$ cat src/design/skt_pkg.sv
// Package for the sorted key table: status codes, operation codes and
// the control bundle that the sequencer sends to the row of cells.
// Depends on nothing.
package skt_pkg;

  // Operation codes of an input beat.
  localparam logic [1:0] FUNC_LOOKUP = 2'd0;
  localparam logic [1:0] FUNC_INSERT = 2'd1;
  localparam logic [1:0] FUNC_EDIT   = 2'd2;
  localparam logic [1:0] FUNC_READ   = 2'd3;

  // Status codes of a result beat.
  localparam logic [1:0] ST_OK        = 2'd0;
  localparam logic [1:0] ST_NOT_FOUND = 2'd1;
  localparam logic [1:0] ST_FULL      = 2'd2;
  localparam logic [1:0] ST_RANGE     = 2'd3;

  // Control that every cell sees in the same cycle.
  typedef struct packed {
    logic rot;  // rotate the ring by one place
    logic upd;  // move entries for an insert or a re-sort
  } skt_ctl_t;

endpackage

$ cat src/design/skt_cell.sv
// One cell of the table ring: holds one entry and moves it to or from
// its neighbours. Depends on skt_pkg.
module skt_cell
  import skt_pkg::*;
#(
  parameter int KW  = 64,
  parameter int PW  = 32,
  parameter int CW  = 9,
  parameter int IDX = 0
) (
  input  logic          clk,
  input  skt_ctl_t      ctl,
  input  logic [KW-1:0] cmp_key,
  input  logic [CW-1:0] eq_lim,
  input  logic [CW-1:0] hole,
  input  logic [CW-1:0] fill,
  input  logic [CW-1:0] dest,
  input  logic [KW-1:0] new_key,
  input  logic [PW-1:0] new_pay,
  input  logic [KW-1:0] left_key,
  input  logic [PW-1:0] left_pay,
  input  logic [KW-1:0] right_key,
  input  logic [PW-1:0] right_pay,
  output logic [KW-1:0] key_r,
  output logic [PW-1:0] pay_r,
  output logic          ahead
);

  localparam logic [CW-1:0] ME = CW'(IDX);

  logic [KW-1:0] key_nxt;
  logic [PW-1:0] pay_nxt;
  logic          ord;

  // The entry sorts before the one being placed.
  always_comb begin
    ord   = (key_r < cmp_key) || ((key_r == cmp_key) && (ME < eq_lim));
    ahead = (ME < fill) && (ME != hole) && ord;
  end

  // Rotate the ring, or close the hole and open a slot at the destination in one move.
  always_comb begin
    key_nxt = key_r;
    pay_nxt = pay_r;
    if (ctl.rot) begin
      key_nxt = right_key;
      pay_nxt = right_pay;
    end else if (ctl.upd) begin
      if (ME < dest) begin
        if (ME >= hole) begin
          key_nxt = right_key;
          pay_nxt = right_pay;
        end
      end else if (ME == dest) begin
        key_nxt = new_key;
        pay_nxt = new_pay;
      end else if ((ME - CW'(1)) < hole) begin
        key_nxt = left_key;
        pay_nxt = left_pay;
      end
    end
  end

  always_ff @(posedge clk) begin
    key_r <= key_nxt;
    pay_r <= pay_nxt;
  end

endmodule

$ cat config.mk
export PLATFORM = sky130hd
export DESIGN_NAME = skt_cell
export DESIGN_NICKNAME = d
export VERILOG_FILES = /design/src/design/skt_pkg.sv /design/src/design/skt_cell.sv
export SDC_FILE = /design/constraint.sdc
export NUM_CORES = 1
export LEC_CHECK = 0
export ABC_AREA = 1
export BUFFER_PORTS_ARGS = -buffer_cell sky130_fd_sc_hd__buf_2
export CAP_MARGIN = 20
export CORE_AREA = 4 4 190 192
export CTS_CLUSTER_SIZE = 16
export DETAILED_ROUTE_END_ITERATION = 8
export DIE_AREA = 0 0 194 196
export GPL_TIMING_DRIVEN = 0
export SLEW_MARGIN = 20
export SYNTH_ARGS = -nofsm -noshare
export SYNTH_HDL_FRONTEND = slang
export SYNTH_SLANG_ARGS = --single-unit
$ cat constraint.sdc
create_clock -name clk -period 13.4 [get_ports clk]
set_input_delay 4.02 -clock clk [delete_from_list [all_inputs] [get_ports clk]]
set_output_delay 4.02 -clock clk [all_outputs]
set_load 0.01 [all_outputs]
==> impl_metrics.env, run 1 <==
export IMPL_max_cap_viol_count=0
export IMPL_hp_class="in2reg"
export IMPL_ys_ff_latch=96
export IMPL_endpoint="ahead"
export IMPL_synth_top_cell_area_share=0.480
export IMPL_cts_tree="done"
export IMPL_via_per_inst=4.01
export IMPL_cp_startpoint="cmp_key[63]"
export IMPL_slowest_stage="nor4_1"
export IMPL_cp_max_fo=3
export IMPL_layout_setup_ws_ns=3.42
export IMPL_tightest_slew_ns=0.682
export IMPL_grt_total_usage=0.121
export IMPL_synth_edff_count=96
export IMPL_yosys_area_top_type="edfxtp_1"
export IMPL_final_setup_viol_count=0
export IMPL_crit_required_ns=9.38
export IMPL_syn_nets=1166
export IMPL_fmax_ghz=0.100
export IMPL_hold_buffers=0
export IMPL_grt_pass1_vias=6241
export IMPL_finalPower_w=0.000789
export IMPL_h_tree_depth=3
export IMPL_grt_start_max_net_pins=47
export IMPL_synth_ff_type="edfxtp_1"
export IMPL_fin_tns_setup_ns=0
export IMPL_rows=68
export IMPL_cp_start_kind="primary input"
export IMPL_cts_repair_resized=0
export IMPL_die_h_um=196
export IMPL_drc_errors=0
export IMPL_ir_worst_vdd_mv=0.0524
export IMPL_place_gp_congestion=0.920
export IMPL_worstPathArrival_ns=5.96
export IMPL_route_detailed_wl_per_inst_um=15.3
export IMPL_syn_area_um2=6010
export IMPL_yosys_cell_types_count=20
export IMPL_leakagePower_nw=4.67
export IMPL_cts_setup_buffers=0
export IMPL_dp_hpwl_um=20400
export IMPL_async_flop_share=0
export IMPL_io_buffers=391
export IMPL_rsz0062_at_grt="false"
export IMPL_synth_common_cells="260 x nand2_1, 101 x nand3_1, 96 x edfxtp_1"
export IMPL_critPathMaxStageDelay_ns=0.49
export IMPL_hold_viol_final=0
export IMPL_grt_pass1_wl_um=35100
export IMPL_syn_avg_cell_area_um2=8.45
export IMPL_root_buffer="clkbuf_16"
export IMPL_period_minus_slack_ns=9.98
export IMPL_p_per_area_nw_per_um2=89.0
export IMPL_postRouteAntennaNets=0
export IMPL_cts_buffers_inserted=9
export IMPL_core_area_um2=34400
export IMPL_antenna_found_initial=6
export IMPL_placedCellCount=1559
export IMPL_routed_wl_um=24200
export IMPL_critPathCaptureType="output pin"
export IMPL_finalNetCount=1570
export IMPL_outcome="finished clean"
export IMPL_synth_area_top_cells="edfxtp_1 48%, nand2_1 16%, ha_1 13%"
export IMPL_criticalPathCategory="in2out"
export IMPL_die_area_um2=38000
export IMPL_cts_sinks=96
export IMPL_drt_iter0_markers=172
export IMPL_vias=6323
export IMPL_io_pins=488
export IMPL_pre_cts_ws_ns=3.37
export IMPL_clkSlewWorstSetupHoldPaths_ns=0.08
export IMPL_synth_most_common_cell="nand2_1"
export IMPL_clock_path_buffers=2
export IMPL_path_cells="buf_2 -> inv_1 -> ha_1 -> nand2_1 -> nor4_1 -> nand2_1 -> nor2_1 -> nand4_1 -> a21oi_1 -> buf_2"
export IMPL_final_util=0.258
export IMPL_die_width_um=194
export IMPL_drive_gt1_frac=0.377
export IMPL_netlist_instances=711
export IMPL_yosysWarnings=0
export IMPL_ys_seq_area_frac=0.480
export IMPL_relSlewSlack=0.545
export IMPL_syn2layout_area_growth_pct=47.6
export IMPL_final_cells=1577
export IMPL_report_final_slew_viol_count=0
export IMPL_period_share=0.745
export IMPL_gr_total_overflow=0
export IMPL_start_util=0.175
export IMPL_drtPass1Iterations=4
==> kinds of logic (layout without fill, tap and decap cells) <==
family,after synthesis,after routing,share of synthesized area
AO/OA/AOI/OAI,44,44,0.0389
adder cells (fa/ha/maj),64,64,0.133
buffers and inverters,107,516,0.0687
flip-flops,96,96,0.480
other,0,2,0
AND/OR/NAND/NOR,400,400,0.279
==> sequential cells by signal, indices dropped and copies added, names as in the netlist <==
register,cells
key_r,64
pay_r,32
==> worst min path at each step <==
stage | startpoint | cells past startpoint | slack, ns | endpoint
2_1_floorplan | right_key[0] | 2 | 4.20 | key_r[0]
4_1_cts | right_key[58] | 3 | 3.87 | key_r[58]
3_3_place_gp | right_pay[25] | 3 | 4.28 | pay_r[25]
3_5_place_dp | right_key[58] | 3 | 4.29 | key_r[58]
5_1_grt | right_key[58] | 3 | 3.89 | key_r[58]
6_report | right_key[58] | 3 | 3.91 | key_r[58]
==> final cells by class <==
| class | count | area [µm²] |
|---|---|---|
| Multi-Input combinational cell | 508 | 2720 |
| Fill cell | 3794 | 25500 |
| Sequential cell | 96 | 2880 |
| Inverter | 77 | 289 |
| Clock buffer | 9 | 225 |
| Buffer | 30 | 124 |
| Tap cell | 455 | 569 |
| Antenna cell | 2 | 5.00 |
| Clock inverter | 7 | 48.8 |
| Timing Repair Buffer | 393 | 2000 |
==> critical path, delay by kind of cell <==
| kind | cells | cell delay [ns] |
|---|---|---|
| fa+ha+maj | 1 | 0.29 |
| compound gates | 1 | 0.17 |
| buf+inv | 3 | 0.29 |
| simple gates | 5 | 1.17 |
==> layer usage <==
layer / track usage / vias up / wire, µm
met2: 0.210 / 277 / 11800
met3: 0.0421 / 30 / 2090
met1: 0.139 / 2824 / 9790
met5: 0 / - / 55
met4: 0.0411 / 8 / 446
li1: - / 3184 / -
==> power by group <==
part / internal, W / switching, W
clock: 0.000126 / 0.000126
combinational: 0.0000772 / 0.0000911
sequential: 0.000358 / 0.0000120
==> cells in the final DEF, fill, tap and decap left out, drive strengths merged <==
cell      instances
ha               64
nor3              5
nand3b            1
nand3           101
or2               1
clkinv            4
nand2           260
nor4              6
buf             402
diode             2
a31o              1
inv              77
a21oi            31
clkinvlp          3
nor2             21
a21o              1
edfxtp           96
nand4             5
o21a              3
o21ai             8
clkbuf           30
==> metrics by stage <==
stage | instance area, µm² | hold slack [ns]
final | 8870 | 3.91
after global routing | 8870 | 3.89
after CTS | 8860 | 3.87
after detailed placement | 8590 | 4.29
after global placement | 8540 | 4.28
after floorplan | 6010 | 4.20
No activity file was read; power rests on OpenSTA's default activity.
==> inputs of run 2 (changes only) <==
--- a/config.mk
+++ b/config.mk
@@ -5,13 +5,13 @@
 export SDC_FILE = /design/constraint.sdc
 export NUM_CORES = 1
 export LEC_CHECK = 0
-export ABC_AREA = 1
+export ABC_AREA = 0
 export BUFFER_PORTS_ARGS = -buffer_cell sky130_fd_sc_hd__buf_2
 export CAP_MARGIN = 20
-export CORE_AREA = 4 4 190 192
+export CORE_AREA = 4 4 189 191
 export CTS_CLUSTER_SIZE = 16
 export DETAILED_ROUTE_END_ITERATION = 8
-export DIE_AREA = 0 0 194 196
+export DIE_AREA = 0 0 193 195
 export GPL_TIMING_DRIVEN = 0
 export SLEW_MARGIN = 20
 export SYNTH_ARGS = -nofsm -noshare
==> constraint.sdc (replaced) <==
create_clock -name clk -period 8.9 [get_ports clk]
set_input_delay 2.67 -clock clk [delete_from_list [all_inputs] [get_ports clk]]
set_output_delay 2.67 -clock clk [all_outputs]
set_load 0.01 [all_outputs]
==> impl_metrics.env, run 2 <==
export IMPL_tightest_slew_ns=0.757
export IMPL_drt_iter0_markers=189
export IMPL_postRouteAntennaNets=0
export IMPL_core_area_um2=34100
export IMPL_gr_total_overflow=0
export IMPL_ys_seq_area_frac=0.498
export IMPL_die_area_um2=37600
export IMPL_dp_hpwl_um=18100
export IMPL_syn_area_um2=5790
export IMPL_die_width_um=193
export IMPL_cts_buffers_inserted=9
export IMPL_criticalPathCategory="in2out"
export IMPL_multi_input_area_um2=2610
export IMPL_cts_sinks=96
export IMPL_drc_errors=0
export IMPL_period_share=0.872
export IMPL_report_final_slew_viol_count=0
export IMPL_drive_gt1_frac=0.489
export IMPL_layout_commonest_cell="buf_2"
export IMPL_cts_tree="done"
export IMPL_leakagePower_nw=4.18
export IMPL_worstPathArrival_ns=5.09
export IMPL_final_cell_mix="392 x buf_2, 96 x mux2_1, 96 x edfxtp_1"
export IMPL_grt_total_usage=0.108
export IMPL_yosys_cell_types_count=36
export IMPL_grt_start_max_net_pins=57
export IMPL_yosysWarnings=0
export IMPL_ir_worst_vdd_mv=0.104
export IMPL_n_fill_cell=3688
export IMPL_top_register="key_r"
export IMPL_routed_wl_um=21100
export IMPL_regArea_um2=2880
export IMPL_syn_avg_cell_area_um2=12.8
export IMPL_die_h_um=195
export IMPL_clkSlewWorstSetupHoldPaths_ns=0.07
export IMPL_relSlewSlack=0.495
export IMPL_crit_required_ns=6.23
export IMPL_rsz0062_at_grt="false"
export IMPL_root_buffer="clkbuf_16"
export IMPL_reg_top3="key_r: 64 flops, pay_r: 32 flops"
export IMPL_critPathCaptureType="output pin"
export IMPL_n_antenna_cell=0
export IMPL_p_per_area_nw_per_um2=139
export IMPL_syn2layout_area_growth_pct=49.3
export IMPL_max_cap_viol_count=0
export IMPL_clock_path_buffers=2
export IMPL_hold_buffers=0
export IMPL_synth_edff_count=96
export IMPL_min_from="new_pay[20]"
export IMPL_synth_area_top_cells="edfxtp_1 50%, mux2_1 19%, ha_1 14%"
export IMPL_via_per_inst=3.85
export IMPL_route_detailed_wl_per_inst_um=16.1
export IMPL_io_buffers=391
export IMPL_synth_ff_type="edfxtp_1"
export IMPL_fmax_ghz=0.129
export IMPL_io_pins=488
export IMPL_final_setup_viol_count=0
export IMPL_vias=5056
export IMPL_place_gp_congestion=0.867
export IMPL_hold_end="pay_r[20]"
export IMPL_period_minus_slack_ns=7.76
export IMPL_hold_viol_final=0
export IMPL_ys_ff_latch=96
export IMPL_yosys_area_top_type="edfxtp_1"
export IMPL_synth_common_cells="96 x edfxtp_1, 96 x mux2_1, 66 x inv_1"
export IMPL_start_util=0.170
export IMPL_hold_ws_ns=2.58
export IMPL_cts_setup_buffers=0
export IMPL_rows=68
export IMPL_finalPower_w=0.00120
export IMPL_worstHoldPathCells=2
export IMPL_syn_nets=906
export IMPL_drtPass1Iterations=4
export IMPL_antenna_found_initial=1
export IMPL_cp_start_kind="primary input"
export IMPL_cp_max_fo=3
export IMPL_cts_repair_resized=0
export IMPL_fin_tns_setup_ns=0
export IMPL_grt_pass1_vias=5393
export IMPL_finalNetCount=1309
export IMPL_hp_class="in2reg"
export IMPL_outcome="finished clean"
export IMPL_async_flop_share=0
export IMPL_netlist_instances=451
export IMPL_largest_reg_flops=64
export IMPL_grt_pass1_wl_um=30000
export IMPL_h_tree_depth=3
export IMPL_synth_top_cell_area_share=0.498
-- run 2: cell count changes in the layout (fill, tap and decap cells not counted), sizes merged, moves of 3 or more --
cell,previous run,this run
nand4,5,12
nand3,101,8
inv,77,68
a21o,1,10
a21oi,31,28
clkinvlp,3,0
mux2,0,96
and4,0,3
nor2,21,7
nand2,260,13
clkbuf,30,11
-- run 2: cell type report --
type	count	share of cell area
Sequential cell	96	0.333
Multi-Input combinational cell	278	0.302
Timing Repair Buffer	392	0.230
Tap cell	455	0.0658
Inverter	66	0.0287
Clock buffer	10	0.0265
Clock inverter	6	0.00767
Buffer	11	0.00666
-- run 2: cells by family (layout without fill, tap and decap cells) --
| kind of cell | count (synthesis) | count (layout) | synth area share |
|---|---|---|---|
| mux | 96 | 96 | 0.187 |
| fa+ha+maj | 64 | 64 | 0.138 |
| simple gates | 62 | 62 | 0.0657 |
| buf+inv | 77 | 485 | 0.0527 |
| compound gates | 56 | 56 | 0.0586 |
| flops | 96 | 96 | 0.498 |
-- run 2: routing by layer --
layer,wire [µm],vias up,global-route usage
li1,-,2479,-
met1,8760,2338,0.129
met2,10300,215,0.182
met3,1630,22,0.0338
met4,447,2,0.0351
met5,11,-,0
-- run 2: metrics by stage --
step            util  area (µm²)  setup slack (ns)  instances
3_5_place_dp   0.245        8350              1.04       1298
6_report       0.253        8650              1.14       1314
5_1_grt        0.253        8650             0.917       1314
2_1_floorplan      -        5790              1.85        451
3_3_place_gp   0.244        8320              1.04       1297
4_1_cts        0.253        8650              1.04       1314
-- run 2: how the worst max path moves through the flow --
stage                     cells after the start  endpoint   startpoint  slack [ns]
after floorplan                               8     ahead  cmp_key[55]        1.85
after global routing                         10     ahead  cmp_key[63]        0.92
after detailed placement                     10     ahead  cmp_key[63]        1.04
after global placement                       10     ahead  cmp_key[63]        1.04
final                                        10     ahead  cmp_key[63]        1.14
after CTS                                    10     ahead  cmp_key[63]        1.04
-- run 2: power breakdown --
part | internal [W] | switching, W
Combinational | 0.000119 | 0.000120
Sequential | 0.000539 | 0.0000189
Clock | 0.000220 | 0.000186
-- run 2: worst max-delay path, cell delays in order --
cell	delay, ns
buf_2	0.08
inv_1	0.03
ha_1	0.39
nand4_2	0.20
nor4_4	0.42
nand4_1	0.23
or4_1	0.56
nand4b_1	0.19
o21ai_1	0.12
buf_2	0.18
